**config.mk**
```make
export PLATFORM = sky130hd
export DESIGN_NAME = lean_mixture_shutdown_fsm
export DESIGN_NICKNAME = d
export VERILOG_FILES = /design/src/rtl/lmsf_pkg.sv /design/src/rtl/lean_mixture_shutdown_fsm.sv
export SDC_FILE = /design/constraint.sdc
export NUM_CORES = 1
export LEC_CHECK = 0
export BUFFER_PORTS_ARGS = -buffer_cell sky130_fd_sc_hd__buf_4
export CAP_MARGIN = 20
export CORE_UTILIZATION = 59
export DETAILED_ROUTE_END_ITERATION = 8
export GPL_TIMING_DRIVEN = 0
export PLACE_DENSITY = 0.81
export SLEW_MARGIN = 20
export SYNTH_ARGS = -nofsm -noshare
export SYNTH_HDL_FRONTEND = slang
export SYNTH_SLANG_ARGS = --single-unit
```
**constraint.sdc**
```tcl
create_clock -name clk -period 4.48 [get_ports clk]
set_clock_uncertainty 0.15 [all_clocks]
set_input_delay 0.448 -clock clk [delete_from_list [all_inputs] [get_ports clk]]
set_output_delay 0.448 -clock clk [all_outputs]
set_load 0.05 [all_outputs]
```
**src/rtl/lmsf_pkg.sv**
```systemverilog
// Package for the lean mixture shutdown machine: word types, stage codes,
// configuration register indexes and size constants.
// No dependencies.
package lmsf_pkg;

  localparam int unsigned SENSORS         = 4;
  localparam int unsigned SENSOR_SLOTS    = 4;
  localparam int unsigned TIMER_BITS_DFLT = 16;
  localparam int unsigned CFG_IDX_W       = 3;
  localparam int unsigned CFG_DATA_W      = 16;
  localparam logic [15:0] FIXED_LOAD      = 16'hFFFF;

  typedef enum logic [1:0] {
    STAGE_NORMAL    = 2'd0,
    STAGE_SPARK_CUT = 2'd1,
    STAGE_FUEL_CUT  = 2'd2
  } stage_t;

  typedef enum logic [CFG_IDX_W-1:0] {
    REG_OPTIONS        = 3'd0,
    REG_ENABLE_RPM     = 3'd1,
    REG_ENABLE_LOAD    = 3'd2,
    REG_WARN_TIME      = 3'd3,
    REG_SPARK_CUT_TIME = 3'd4,
    REG_RETURN_TPS     = 3'd5,
    REG_RETURN_MAP     = 3'd6,
    REG_RETURN_RPM     = 3'd7
  } cfg_reg_t;

  // Load select codes held in options bits 2:1.
  localparam logic [1:0] LOAD_SEL_MAP      = 2'd0;
  localparam logic [1:0] LOAD_SEL_THROTTLE = 2'd1;

  localparam logic FUNC_EVALUATE = 1'b0;
  localparam logic FUNC_TICK     = 1'b1;

  typedef struct packed {
    logic        func;
    logic [15:0] engine_rpm;
    logic [15:0] map_kpa;
    logic [9:0]  throttle;
    logic        egt_request;
    logic        cut_active;
    logic [7:0]  afr_target;
    logic [7:0]  lean_margin;
    logic [7:0]  afr_0;
    logic [7:0]  afr_1;
    logic [7:0]  afr_2;
    logic [7:0]  afr_3;
  } in_word_t;

  typedef struct packed {
    logic       warn_pin;
    logic [1:0] stage;
    logic       lean_warning;
    logic       lean_shutdown;
  } out_word_t;

endpackage

```
**src/rtl/lean_mixture_shutdown_fsm.sv**
```systemverilog
// Lean mixture shutdown machine, top level: configuration registers, stage
// state machine and the registered result word. Depends on lmsf_pkg.
//
// Every input word produces exactly one result word, which shows the state
// after that word has been applied. The state update is one level of
// compares and selects between the state registers and the output register,
// so one word is taken every clock cycle; in_ready is low only while a
// result waits in the output register and out_ready is low. A word's result
// appears on the cycle after it is accepted. The timer counts tick words
// only while it is nonzero and saturates at all ones of TIMER_BITS.
// Configuration writes are always accepted and should be made while idle.
module lean_mixture_shutdown_fsm #(
  parameter int unsigned TIMER_BITS = lmsf_pkg::TIMER_BITS_DFLT
) (
  input  logic                                clk,
  input  logic                                rst_n,
  input  logic                                in_valid,
  output logic                                in_ready,
  input  lmsf_pkg::in_word_t                  in_data,
  output logic                                out_valid,
  input  logic                                out_ready,
  output lmsf_pkg::out_word_t                 out_data,
  input  logic                                cfg_valid,
  output logic                                cfg_ready,
  input  logic [lmsf_pkg::CFG_IDX_W-1:0]      cfg_index,
  input  logic [lmsf_pkg::CFG_DATA_W-1:0]     cfg_data
);

  localparam int unsigned CmpW = (TIMER_BITS > 16) ? TIMER_BITS : 16;

  // Configuration registers.
  logic [2:0]  options_r;
  logic [15:0] enable_rpm_r, enable_load_r, warn_time_r, spark_cut_time_r;
  logic [9:0]  return_tps_r;
  logic [15:0] return_map_r, return_rpm_r;

  // Machine state.
  lmsf_pkg::stage_t        stage_r, stage_nxt;
  logic [TIMER_BITS-1:0]   elapsed_r, elapsed_nxt;
  logic                    warn_r, warn_nxt;
  logic                    shut_r, shut_nxt;
  logic                    pin_r, pin_nxt;

  logic                    out_valid_r;
  lmsf_pkg::out_word_t     out_data_r;

  logic                    in_fire;
  logic [15:0]             load;
  logic                    below_enable;
  logic                    lean;
  logic                    hold_req;
  logic [8:0]              lean_limit;
  logic [7:0]              afr [lmsf_pkg::SENSOR_SLOTS];
  logic [CmpW-1:0]         elapsed_ext;
  logic                    past_warn;
  logic                    past_spark;
  logic                    may_return;

  assign cfg_ready = 1'b1;
  assign in_ready  = !out_valid_r || out_ready;
  assign in_fire   = in_valid && in_ready;
  assign out_valid = out_valid_r;
  assign out_data  = out_data_r;

  always_ff @(posedge clk) begin
    if (!rst_n) begin
      options_r        <= '0;
      enable_rpm_r     <= '0;
      enable_load_r    <= '0;
      warn_time_r      <= '0;
      spark_cut_time_r <= '0;
      return_tps_r     <= '0;
      return_map_r     <= '0;
      return_rpm_r     <= '0;
    end else if (cfg_valid) begin
      case (lmsf_pkg::cfg_reg_t'(cfg_index))
        lmsf_pkg::REG_OPTIONS:        options_r        <= cfg_data[2:0];
        lmsf_pkg::REG_ENABLE_RPM:     enable_rpm_r     <= cfg_data;
        lmsf_pkg::REG_ENABLE_LOAD:    enable_load_r    <= cfg_data;
        lmsf_pkg::REG_WARN_TIME:      warn_time_r      <= cfg_data;
        lmsf_pkg::REG_SPARK_CUT_TIME: spark_cut_time_r <= cfg_data;
        lmsf_pkg::REG_RETURN_TPS:     return_tps_r     <= cfg_data[9:0];
        lmsf_pkg::REG_RETURN_MAP:     return_map_r     <= cfg_data;
        lmsf_pkg::REG_RETURN_RPM:     return_rpm_r     <= cfg_data;
        default: ;
      endcase
    end
  end

  assign afr[0] = in_data.afr_0;
  assign afr[1] = in_data.afr_1;
  assign afr[2] = in_data.afr_2;
  assign afr[3] = in_data.afr_3;

  // A reading is lean when it exceeds target plus margin; nine bits hold the sum.
  assign lean_limit = {1'b0, in_data.afr_target} + {1'b0, in_data.lean_margin};

  always_comb begin
    lean = 1'b0;
    for (int i = 0; i < lmsf_pkg::SENSORS; i++) begin
      if ({1'b0, afr[i]} > lean_limit) begin
        lean = 1'b1;
      end
    end
  end

  always_comb begin
    case (options_r[2:1])
      lmsf_pkg::LOAD_SEL_MAP:      load = in_data.map_kpa;
      lmsf_pkg::LOAD_SEL_THROTTLE: load = {6'd0, in_data.throttle};
      default:                     load = lmsf_pkg::FIXED_LOAD;
    endcase
  end

  assign below_enable = (in_data.engine_rpm < enable_rpm_r) || (load < enable_load_r)
                        || in_data.cut_active;
  assign hold_req     = in_data.egt_request || lean;
  assign elapsed_ext  = CmpW'(elapsed_r);
  assign past_warn    = elapsed_ext > CmpW'(warn_time_r);
  assign past_spark   = elapsed_ext > CmpW'(spark_cut_time_r);
  assign may_return   = (in_data.throttle < return_tps_r) && (in_data.map_kpa < return_map_r)
                        && (in_data.engine_rpm < return_rpm_r) && !in_data.egt_request;

  always_comb begin
    stage_nxt   = stage_r;
    elapsed_nxt = elapsed_r;
    warn_nxt    = warn_r;
    shut_nxt    = shut_r;
    pin_nxt     = pin_r;
    if (in_data.func == lmsf_pkg::FUNC_TICK) begin
      if ((elapsed_r != '0) && (elapsed_r != '1)) begin
        elapsed_nxt = elapsed_r + TIMER_BITS'(1);
      end
    end else begin
      case (stage_r)
        lmsf_pkg::STAGE_NORMAL: begin
          if (!options_r[0]) begin
            pin_nxt = in_data.egt_request;
          end else if (below_enable) begin
            elapsed_nxt = '0;
            if (!in_data.egt_request) begin
              pin_nxt = 1'b0;
            end
          end else begin
            warn_nxt = lean;
            if (!lean) begin
              shut_nxt = 1'b0;
            end
            if (!hold_req) begin
              elapsed_nxt = '0;
              pin_nxt     = 1'b0;
            end else if (elapsed_r == '0) begin
              pin_nxt     = 1'b1;
              elapsed_nxt = TIMER_BITS'(1);
            end else if (past_warn) begin
              stage_nxt   = lmsf_pkg::STAGE_SPARK_CUT;
              elapsed_nxt = TIMER_BITS'(1);
              if (lean) begin
                shut_nxt = 1'b1;
              end
            end
          end
        end
        lmsf_pkg::STAGE_SPARK_CUT: begin
          if (past_spark) begin
            elapsed_nxt = '0;
            stage_nxt   = lmsf_pkg::STAGE_FUEL_CUT;
          end
        end
        lmsf_pkg::STAGE_FUEL_CUT: begin
          if (may_return) begin
            stage_nxt = lmsf_pkg::STAGE_NORMAL;
            warn_nxt  = 1'b0;
            shut_nxt  = 1'b0;
          end
        end
        default: ;
      endcase
    end
  end

  always_ff @(posedge clk) begin
    if (!rst_n) begin
      stage_r     <= lmsf_pkg::STAGE_NORMAL;
      elapsed_r   <= '0;
      warn_r      <= 1'b0;
      shut_r      <= 1'b0;
      pin_r       <= 1'b0;
      out_valid_r <= 1'b0;
    end else begin
      if (in_fire) begin
        stage_r     <= stage_nxt;
        elapsed_r   <= elapsed_nxt;
        warn_r      <= warn_nxt;
        shut_r      <= shut_nxt;
        pin_r       <= pin_nxt;
        out_valid_r <= 1'b1;
      end else if (out_ready) begin
        out_valid_r <= 1'b0;
      end
    end
  end

  always_ff @(posedge clk) begin
    if (in_fire) begin
      out_data_r.warn_pin      <= pin_nxt;
      out_data_r.stage         <= stage_nxt;
      out_data_r.lean_warning  <= warn_nxt;
      out_data_r.lean_shutdown <= shut_nxt;
    end
  end

endmodule

```
# After elaboration in Yosys (flattened, before gate mapping)
# Index checks and enable logic that the tools add are counted.
# Widths: inputs -> output; s select.
classes:
  magnitude_cmp: 11
  n_reduce_logical: 27
  add_sub_neg: 2
  n_mux: 47
  eq_ne: 15
ops:
  columns: ["cell", "count"]
  rows:
  - ["$mux 16", 8]
  - ["$lt 16x16->1", 4]
  - ["$pmux 16 s2", 2]
  - ["$gt 8x9->1", 4]
  - ["$gt 16x16->1", 2]
  - ["$mux 1", 26]
  - ["$add 16x1->16 const B", 1]
  - ["$logic_not 16->1", 1]
  - ["$mux 2", 8]
  - ["$ne 16x16->1 const B", 1]
  - ["$reduce_and 2->1", 8]
  - ["$reduce_bool 16->1", 1]
  - ["$eq 3x3->1 const B", 4]
  - ["$lt 10x10->1", 1]
  - ["$add 8x8->9", 1]
  - ["$eq 3x2->1 const B", 2]
  - ["$ne 3x3->1 const B", 2]
  - ["$ne 6x6->1 const B", 1]
  - ["$pmux 2 s3", 1]
  - ["$reduce_and 6->1", 1]
  - ["$logic_and 1x1->1", 5]
  - ["$eq 2x1->1 const B", 2]
  - ["$logic_not 2->1", 2]
  - ["$logic_or 1x1->1", 4]
  - ["other kinds (8)", 10]
totals:
  input_bits: 117
  wordCells: 120
  out_inout_bits: 8
  ff_bits: 136

# Longest topological paths before layout
# Gate-level depths: netlist (run 1).
depth:
  word_depth: 15
  depth_mapped: 18
  ltp_nobuf: 17

# Least setup slack after synthesis (run 1)
# No wires, ideal clock.
synth_timing:
  path_type: "input to register"
  start: "in in_data[33] (netlist bit)"
  end: "reg out_data_r (netlist bit out_data[0]) (data pin)"
  t_required_ns: 4.064
  path_buffers: 0
  path_slack_ns: 0.763
  stages: 16
  arrival_ns: 3.301
  setup_ns: 0.266
  path_cell_list: "ha_1 a21o_1 a21oi_1 o21bai_1 a21oi_1 o21bai_1 a21oi_1 xor2_1 ha_1 inv_1 a211oi_1 nor4_1 a31oi_2 o211ai_1 o21bai_1 o21ai_0"
synth_via:
  elab_chain_len: 15
  elab_cells_between_ends: 19
  cone_classes: "add/sub: 1; order compare: 4; mux: 13; reduce/logical: 1"
synth_lines:
  columns: ["item", "line_no", "source"]
  rows:
  - ["start, declared", "lean_mixture_shutdown_fsm.sv:19", "input lmsf_pkg::in_word_t in_data,"]
  - ["$add 8x8->9 (*)", "lean_mixture_shutdown_fsm.sv:96", "assign lean_limit = {1'b0, in_data.afr_target} + {1'b0, in_data.lean_margin};"]
  - ["$gt 8x9->1", "lean_mixture_shutdown_fsm.sv:101", "if ({1'b0, afr[i]} > lean_limit) begin"]
  - ["$mux 1 (3 in a row)", "lean_mixture_shutdown_fsm.sv:101", null]
  - ["$mux 1 (*)", "lean_mixture_shutdown_fsm.sv:101", null]
  - ["$mux 1", "lean_mixture_shutdown_fsm.sv:146", "if (!lean) begin"]
  - ["$mux 1", "lean_mixture_shutdown_fsm.sv:158", "if (lean) begin"]
  - ["$mux 1", "lean_mixture_shutdown_fsm.sv:155", "end else if (past_warn) begin"]
  - ["$mux 1", "lean_mixture_shutdown_fsm.sv:152", "end else if (elapsed_r == '0) begin"]
  - ["$mux 1 (*)", "lean_mixture_shutdown_fsm.sv:149", "if (!hold_req) begin"]
  - ["$mux 1 (*)", "lean_mixture_shutdown_fsm.sv:139", "end else if (below_enable) begin"]
  - ["$mux 1 (*)", "lean_mixture_shutdown_fsm.sv:137", "if (!options_r[0]) begin"]
  - ["$pmux 1 s2 (*)", "lean_mixture_shutdown_fsm.sv:135", "case (stage_r)"]
  - ["$mux 1 (*)", "lean_mixture_shutdown_fsm.sv:130", "if (in_data.func == lmsf_pkg::FUNC_TICK) begin"]
  - ["net shut_nxt", "lean_mixture_shutdown_fsm.sv:41", "logic shut_r, shut_nxt;"]
  - ["end, declared", "lean_mixture_shutdown_fsm.sv:45", "lmsf_pkg::out_word_t out_data_r;"]
# Mark *: on every way through the listed nets, which the timed path passes. The rest lies on a longest branch.
# A chain may end at the register's enable or synchronous reset.

# Worst setup path after layout (run 1)
# Same ends and word-level chain as after synthesis.

==> results by stage, run 1 <==
Clock network:
- The tree built by TritonCTS fans out to 136 sinks.
- The clock reaches the later pin of the worst-skew pair after 0.44 ns.
- The longest clock path from root to sink contains 2 buffers.
- The post-CTS clock slew at the launch and capture registers of the worst setup and hold paths is 0.06 ns.
- Post-CTS timing repair inserted 0 buffers for setup.
- In this run the number of H-tree levels came out at 4.
- The quantity of hold-fixing buffers added after cts is 0.
- The clock buffer count from CTS is 17.
- The TritonCTS clock tree is done.
- The cell chosen for the clock root is sky130_fd_sc_hd__clkbuf_16.

Floorplan:
- The floorplan step defined a die boundary enclosing 16100 um^2.
- The width of the die is 127 um.
- The vertical die dimension is 127 um.
- The standard-cell row count is 45.
- The initial core utilization is 0.606.
- After floorplanning, the core was sized to cover 15200 um^2.
- 125 I/O pins were placed.

Logic synthesis:
- The cell count after synthesis is 1205.
- The number of nets in the synthesized netlist is 1462.
- The sequential cell area fraction in the yosys report is 0.301.
- The cell area after technology mapping is 9210 um^2.
- The yosys synthesis warning count is 0.
- The mean area per synthesized cell is 7.65 um^2.
- The share of the synthesized area in the top cell type is 0.285.
- In this run, synthesis produced a sequential element count of 136.
- In the post-synthesis netlist, the biggest area contributors are sky130_fd_sc_hd__dfxtp_1, sky130_fd_sc_hd__ha_1, sky130_fd_sc_hd__nand2_1.
- The flip-flop cell with the highest count after synthesis is sky130_fd_sc_hd__dfxtp_1.
- The number of enable flip-flop cells after synthesis is 5.
- In the synthesized netlist the async set-or-reset flop fraction comes to 0.
- The number of distinct standard cells referenced by the synthesized netlist is 67.
- The cell type contributing the most total cell area after synthesis is sky130_fd_sc_hd__dfxtp_1.

STA:
- The final setup violation count is 0.
- The portion of the clock cycle consumed by the worst path in the final layout is 0.883.
- The post-route setup TNS is 0 ns.
- The achievable clock frequency is 253 MHz.
- The final count of hold timing violations is 0.
- Setup repair after global routing left no endpoint under its margin.
- The smallest clock period supported by the final layout is computed as 3.96 ns.
- For the pin with the worst max-slew slack, the measured transition is 0.818 ns.
- Headroom to the max-slew limit came out at 0.452.
- The number of max-slew violations in the final report is 0.

Power and ir drop:
- For this design the total switching power over the nets is 0.955 mW.
- The clock network power share is 0.430.
- The total power density per cell area is 309 nW/um^2.
- The leakage component of the power is 4.36 nW.
- The share of total power in sequential cells is 0.373.
- Of the total power, combinational logic draws 0.197.
- The proportion of total power due to net switching is 0.283.
- IR analysis of the VDD net gives a maximum drop of 0.281 mV.
- The internal cell power is 2.42 mW.

Cells and area:
- The number of standard cells in the layout, taps in and fillers out is 1542.
- The layout overhead on the synthesized area is 18.8%.
- The count of fill cells added during filler insertion is 1241.
- At the end of the flow the core is filled with cells to 0.720.
- The final layout net count is 1598.
- The share of cells above drive strength 1 is 0.123.
- The number of diodes added for antenna fixing is 0.

Setup path:
- By startpoint and endpoint, the worst setup path is classified as in2reg.
- STA classifies the critical path startpoint as a primary input.
- The endpoint arrival time on the critical path is 3.96 ns.
- Of all nets on the critical path, the largest fanout is 4.
- The required time of the critical path is 4.49 ns.
- For this run, the slowest stage of the critical path takes 0.35 ns.
- The cell family with the largest share of critical-path delay is compound AO/OA/AOI/OAI gates.
- The standard cell with the maximum stage delay on the critical path is sky130_fd_sc_hd__xor2_1.
- The number of buffers and inverters on the critical path is 2.
- Walking the worst path, the cells encountered are buf_4 > ha_1 > a21o_1 > a21oi_1 > o21bai_1 > a21oi_1 > o21bai_1 > a21oi_1 > xor2_1 > ha_1 > inv_1 > o31ai_1 > and4_1 > o211a_1 > a31oi_2 > o211ai_1 > o21bai_1 > o21ai_0.
- The element type at the critical path end is a register.
- The setup slack on the worst flop-to-flop path is 0.85 ns.

Route:
- Using the TritonRoute via totals, the vias-per-cell ratio works out to 5.85.
- For this run, design rule violations remaining after detail routing come to 0.
- For this block, the via count after detailed routing is 9022.
- The first-pass iteration count of the detailed router is 5.
- For this block, the initial DRC count from the detailed router was 759.
- The post-detailed-routing wire length is 26000 um.
- The detail route stage leaves a number of antenna-violating nets equal to 0.
- The average wire per cell in the routed design is 16.8 um.

Placed design:
- After detailed placement, the design holds a cell count of 1510.
- After legalization and detailed placement, the total HPWL measured 19200 um.
- The number of I/O port buffers is 117.
- The routability congestion estimate is 0.870.

GRT:
- The number of antenna violations at the first check in global routing is 0.
- The overall global routing resource usage is 0.333.
- The via count of the first global-routing pass is 8657.
- Entering global routing, the biggest net connects 17 pins.
- The first global-routing pass estimated 41700 um of wire.
- The overall overflow remaining after global route is 0.

Hold path:
- The min-delay analysis places its worst path in the category in2reg.

Run:
- The number of maximum-capacitance violations is 0.

Status:
- The flow ran to the end, and the final reports show no timing, DRC or antenna violations.
==> final timing paths <==
| kind | from | end | cells after the start |
|---|---|---|---|
| setup / recovery | in_data[33] | out_data[0] | 18 |
| hold / removal | in_valid | out_valid | 3 |
| setup reg to reg | options_r[2] | out_data[0] | 13 |
| hold reg to reg | enable_rpm_r[0] | enable_rpm_r[0] | 2 |
==> cells in the final DEF (no fill, tap or decap), types with 14 or more instances in the layout <==
cell,instances
sky130_fd_sc_hd__clkbuf_1,36
sky130_fd_sc_hd__clkbuf_16,18
sky130_fd_sc_hd__o21ai_0,37
sky130_fd_sc_hd__and2_1,19
sky130_fd_sc_hd__a21o_1,22
sky130_fd_sc_hd__or3_1,14
sky130_fd_sc_hd__dfxtp_1,131
sky130_fd_sc_hd__nand3_1,19
sky130_fd_sc_hd__ha_1,139
sky130_fd_sc_hd__nor2_1,27
sky130_fd_sc_hd__nand4_1,19
sky130_fd_sc_hd__inv_1,135
sky130_fd_sc_hd__a21oi_1,159
sky130_fd_sc_hd__buf_4,118
sky130_fd_sc_hd__nand2_1,259
==> flip-flops by register name, indices dropped and copies added, names as in the netlist, 2 cells and up <==
signal            cells
elapsed_ext          16
enable_load_r        16
enable_rpm_r         16
return_map_r         16
return_rpm_r         16
spark_cut_time_r     16
warn_time_r          16
return_tps_r         10
out_data              5
options_r             3
stage_r               2
==> power groups by stage <==
| stage | sequential, mW | clock, mW | combinational [mW] |
|---|---|---|---|
| finish | 1.26 | 1.45 | 0.667 |
| detailed placement | 1.29 | 0 | 0.647 |
| global route | 1.26 | 1.51 | 0.744 |
| global placement | 1.28 | 0 | 0.631 |
| CTS | 1.26 | 1.45 | 0.656 |
| floorplan | 1.30 | 0 | 0.403 |
==> per-layer routing <==
layer,up-vias,track usage,routed length [um]
met1,4142,0.411,10900
met4,0,0.125,760
li1,4451,-,-
met2,359,0.568,12300
met3,70,0.0721,1960
met5,-,0,0
==> through the flow <==
| step | setup WS [ns] | hold slack (ns) | power, mW | instance area [um^2] |
|---|---|---|---|---|
| 2_1_floorplan | 0.763 | 0.282 | 1.70 | 9210 |
| 3_3_place_gp | 0.118 | 0.291 | 1.92 | 10300 |
| 3_5_place_dp | 0.0380 | 0.293 | 1.93 | 10300 |
| 4_1_cts | 0.416 | 0.107 | 3.37 | 10900 |
| 5_1_grt | 0.156 | 0.135 | 3.52 | 10900 |
| 6_report | 0.523 | 0.107 | 3.38 | 10900 |
==> cells by family (layout without fill, tap and decap cells) <==
kind of cell	after synthesis	count (layout)	synth area share
muxes	5	5	0.00543
and+or+nand+nor	428	428	0.215
xor gates and xnor gates	4	4	0.00380
other	1	1	0.000407
DFF	136	136	0.301
AOI/OAI and AO/OA	313	313	0.210
adders and majority gates	140	140	0.191
buffers and inverters	178	327	0.0739
==> synthesized netlist by cell type, types with 8 or more instances <==
master / number
sky130_fd_sc_hd__a21oi_1: 159
sky130_fd_sc_hd__a21o_1: 22
sky130_fd_sc_hd__dfxtp_1: 131
sky130_fd_sc_hd__o21ai_0: 37
sky130_fd_sc_hd__a211o_1: 10
sky130_fd_sc_hd__nand4_1: 19
sky130_fd_sc_hd__nor3_1: 10
sky130_fd_sc_hd__nand2_1: 259
sky130_fd_sc_hd__or3_1: 14
sky130_fd_sc_hd__ha_1: 139
sky130_fd_sc_hd__a211oi_1: 9
sky130_fd_sc_hd__nor2b_1: 13
sky130_fd_sc_hd__nor2_1: 27
sky130_fd_sc_hd__clkbuf_1: 35
sky130_fd_sc_hd__inv_1: 135
sky130_fd_sc_hd__and2_1: 19
sky130_fd_sc_hd__nand2b_1: 10
sky130_fd_sc_hd__o21a_1: 8
sky130_fd_sc_hd__nand3_1: 19
==> repair_timing <==
item | in CTS | in global routing
resized for setup | 0 | 1
setup endpoints to repair | 0 | 1
endpoints found under the hold margin | 0 | 0
==> worst register-to-register path, cell delays in order, from the launching register on <==
cell                       delay, ns
sky130_fd_sc_hd__dfxtp_1        0.31
sky130_fd_sc_hd__clkbuf_1       0.29
sky130_fd_sc_hd__clkbuf_1       0.40
sky130_fd_sc_hd__a211o_1        0.19
sky130_fd_sc_hd__ha_1           0.17
sky130_fd_sc_hd__o21ai_0        0.09
sky130_fd_sc_hd__a211oi_1       0.22
sky130_fd_sc_hd__o21ai_0        0.14
sky130_fd_sc_hd__o211ai_1       0.22
sky130_fd_sc_hd__and3b_1        0.37
sky130_fd_sc_hd__nand2_1        0.17
sky130_fd_sc_hd__o211ai_1       0.30
sky130_fd_sc_hd__o21bai_1       0.19
sky130_fd_sc_hd__o21ai_0        0.15
==> area by class of cell <==
class | instances | area [um^2] | area share
Buffer | 43 | 174 | 0.0159
Timing Repair Buffer | 117 | 878 | 0.0803
Inverter | 135 | 507 | 0.0463
Sequential cell | 136 | 2770 | 0.253
Tap cell | 188 | 235 | 0.0215
Multi-Input combinational cell | 891 | 5770 | 0.527
Clock inverter | 10 | 114 | 0.0104
Clock buffer | 22 | 495 | 0.0453
Note: power is estimated with default switching activity, not from simulation.
==> run 2: changes to the inputs <==
- BUFFER_PORTS_ARGS: -buffer_cell sky130_fd_sc_hd__buf_4 -> default
- CORE_ASPECT_RATIO: default -> 0.6
- CORE_UTILIZATION: 59 -> 60
- DONT_BUFFER_PORTS: default -> 1
- PLACE_DENSITY: 0.81 -> 0.76
==> run 2 against run 1 <==
Via count decreased by 4.2%; sequential power is essentially flat; final area shrank 7.7%; hold slack lost 0.10 ns; clock power up 7%; wire length increased by 3.9%; count of clock-buffer cells in the layout decreased by 2; core utilization is 3.4 points lower; flip-flop and latch count unchanged; critical path type unchanged; critical endpoint unchanged.
==> results by stage, run 2 (synthesis results as in run 1) <==
Status:
- The flow ran to the end, and the final reports show no timing, DRC or antenna violations.

GRT:
- The pin count of the biggest net entering global routing is 17.
- The via count of the first global-routing pass is 8316.
- The number of antenna violations at the first check in global routing was 2.
- Global routing finished with a remaining overflow of 0.
- For this run, the total global-route usage over all layers was measured as 0.348.
- The first global-routing pass estimated 43200 um of wire.

Route:
- The average wire per cell in the routed design is 18.8 um.
- The post-detailed-routing wire length is 27000 um.
- The routed via count divided by cell count is 6.03.
- After detailed routing, the number of remaining DRC violations is 0.
- The iteration-0 DRC count of the detailed router is 946.
- The count of nets left with antenna violations once routing finished came out at 0.
- The first-pass iteration count of the detailed router is 6.
- The vias after detailed routing is 8644.

Clock network:
- For this design, the CTS-stage hold fixing added 0 buffers.
- The tree is rooted in a sky130_fd_sc_hd__clkbuf_16.
- The post-CTS clock slew at the launch and capture registers of the worst setup and hold paths is 0.06 ns.
- The clock buffer count from CTS is 17.
- The maximum buffer depth of the clock tree is 2.
- TritonCTS built the clock tree.
- The clock insertion delay at the later pin of the skew report is 0.42 ns.
- The buffers inserted during post-CTS setup optimization is 0.
- After clock tree synthesis, the repair step resized 0 gates.
- The total clock sinks is 136.
- The number of H-tree levels is 4.

Cells and area:
- In the final layout, the share of cells above drive strength 1 is 0.0388.
- The area growth from synthesis to layout is 9.61%.
- After routing the design area is 10100 um^2.
- The most common cell after layout, fill and taps aside is sky130_fd_sc_hd__nand2_1.
- The library cells used most frequently in the layout, excluding fill and tap cells, are sky130_fd_sc_hd__nand2_1, sky130_fd_sc_hd__a21oi_1, sky130_fd_sc_hd__ha_1.
- The count of fill cells added during filler insertion is 1240.
- The number of antenna diodes in the final layout is 0.
- The final layout net count is 1481.
- The final design utilization is 0.686.

Power and ir drop:
- Of the total power, the share spent switching nets is 0.278.
- The peak ir drop on the vdd network is 0.219 mV.
- Of the total power, registers draw 0.378.
- The internal cell power is 2.44 mW.
- The leakage component of the power is 3.81 nW.
- For this design the ratio of total power to cell area is 334 nW/um^2.
- Of the total power, the clock network draws 0.460.
- Of the total power, combinational logic draws 0.162.
- The switching power summed over all nets is 0.938 mW.
- Power comes to 3.37 mW.

Floorplan:
- In this run the count of I/O pins placed on the die edge is 125.
- The floorplan has 34 rows.
- The width of the die is 162 um.
- The vertical die dimension is 98.0 um.
- The die covers 15900 um^2.
- The area of the core region is 14700 um^2.
- For this configuration, the core starts out at a cell density of 0.626.

STA:
- Setup total negative slack on the finished layout was measured at 0 ns.
- The final critical-path setup slack is 0.573 ns.
- The final count of hold timing violations came to 0.
- Headroom to the max-slew limit came out at 0.442.
- Subtracting the final worst setup slack from the clock period gives 3.91 ns.
- The portion of the clock cycle consumed by the worst path in the final layout is 0.872.
- The number of max-slew violations in the final report is 0.
- The achievable clock frequency is 256 MHz.
- The final setup violation count is 0.
- Setup repair after global routing left no endpoint under its margin.
- For the pin with the worst max-slew slack, the measured transition is 0.834 ns.

Placed design:
- Once detailed placement completed, the half-perimeter wirelength came to 20500 um.
- The cell area after placement is 9460 um^2.
- Input and output buffers added on the ports amount to 0.
- The post-placement setup slack is 0.176 ns.
- The routability congestion estimate is 0.886.

Hold path:
- The path type of the worst min-delay path is in2reg.

Setup path:
- STA classifies the critical path startpoint as a primary input.
- The biggest fanout along the worst timing path is 4.
- The standard cell with the maximum stage delay on the critical path is sky130_fd_sc_hd__nor4_1.
- The endpoint arrival time on the critical path is 3.90 ns.
- The critical path goes through ha_1 > a21o_1 > a21oi_1 > o21bai_1 > a21oi_1 > o21bai_1 > a21oi_1 > xor2_1 > ha_1 > inv_1 > a211oi_1 > nor4_1 > a31oi_2 > o211ai_1 > o21bai_1 > o21ai_0.
- The critical path class is in2reg.
- STA classifies the critical path endpoint as a register.
- STA puts the critical path data required time at 4.48 ns.
- In this design, the stage delay of the slowest critical-path cell is 0.47 ns.

Run:
- The number of maximum-capacitance violations is 0.
==> run 2: cell types whose count changed in the layout (fill, tap and decap cells not counted) <==
cell	previous run	this run
sky130_fd_sc_hd__clkinv_2	4	2
sky130_fd_sc_hd__clkinvlp_4	1	2
sky130_fd_sc_hd__clkbuf_1	36	35
sky130_fd_sc_hd__nor4_2	1	0
sky130_fd_sc_hd__bufinv_16	2	4
sky130_fd_sc_hd__nor4_1	5	6
sky130_fd_sc_hd__clkinv_4	1	3
sky130_fd_sc_hd__clkbuf_16	18	17
sky130_fd_sc_hd__inv_6	2	0
sky130_fd_sc_hd__buf_4	118	1
==> run 2: final cells by class <==
cell class                 count  area [um^2]  share of cell area
multi-input combinational    891         5760               0.570
sequential                   136         2770               0.275
inverter                     135          507              0.0502
clock buffer                  20          467              0.0462
tap                          198          248              0.0245
buffer                        43          174              0.0172
clock inverter                11          171              0.0170
==> run 2: path summary, 6_finish.rpt <==
path / startpoint / to / slack (ns) / cells after the start
max: in_data[33] / out_data[0] / 0.57 / 16
min: in_valid / out_valid / 0.005 / 2
max reg2reg: options_r[2] / elapsed_ext[13] / 0.84 / 14
min reg2reg: spark_cut_time_r[3] / spark_cut_time_r[3] / 0.30 / 2
==> run 2: routing by layer <==
layer  track usage  part of all wire  vias to the layer above
met5        0.0273            0.0025                        -
met1         0.506              0.47                     3978
met4        0.0849             0.014                        4
li1              -                 -                     4204
met2         0.503              0.40                      416
met3        0.0918              0.12                       42
==> run 2: critical path, delay by kind of cell <==
family / cells / cell delay [ns]
AO/OA/AOI/OAI: 11 / 1.89
adder cells (fa/ha/maj): 2 / 0.59
AND/OR/NAND/NOR: 1 / 0.47
XOR/XNOR: 1 / 0.42
buffers and inverters: 1 / 0.09
==> run 2: per-stage QoR <==
| stage | cells | hold WS [ns] |
|---|---|---|
| floorplan | 1205 | 0.282 |
| global placement | 1403 | 0.291 |
| detailed placement | 1403 | 0.296 |
| CTS | 1434 | 0.00432 |
| global route | 1434 | 0.00980 |
| finish | 1434 | 0.00473 |
==> run 2: power groups by stage <==
stage | clock, mW | sequential, mW | combinational [mW]
2_1_floorplan | 0 | 1.30 | 0.403
3_3_place_gp | 0 | 1.30 | 0.511
3_5_place_dp | 0 | 1.30 | 0.531
4_1_cts | 1.54 | 1.27 | 0.537
5_1_grt | 1.60 | 1.28 | 0.617
6_report | 1.55 | 1.27 | 0.548
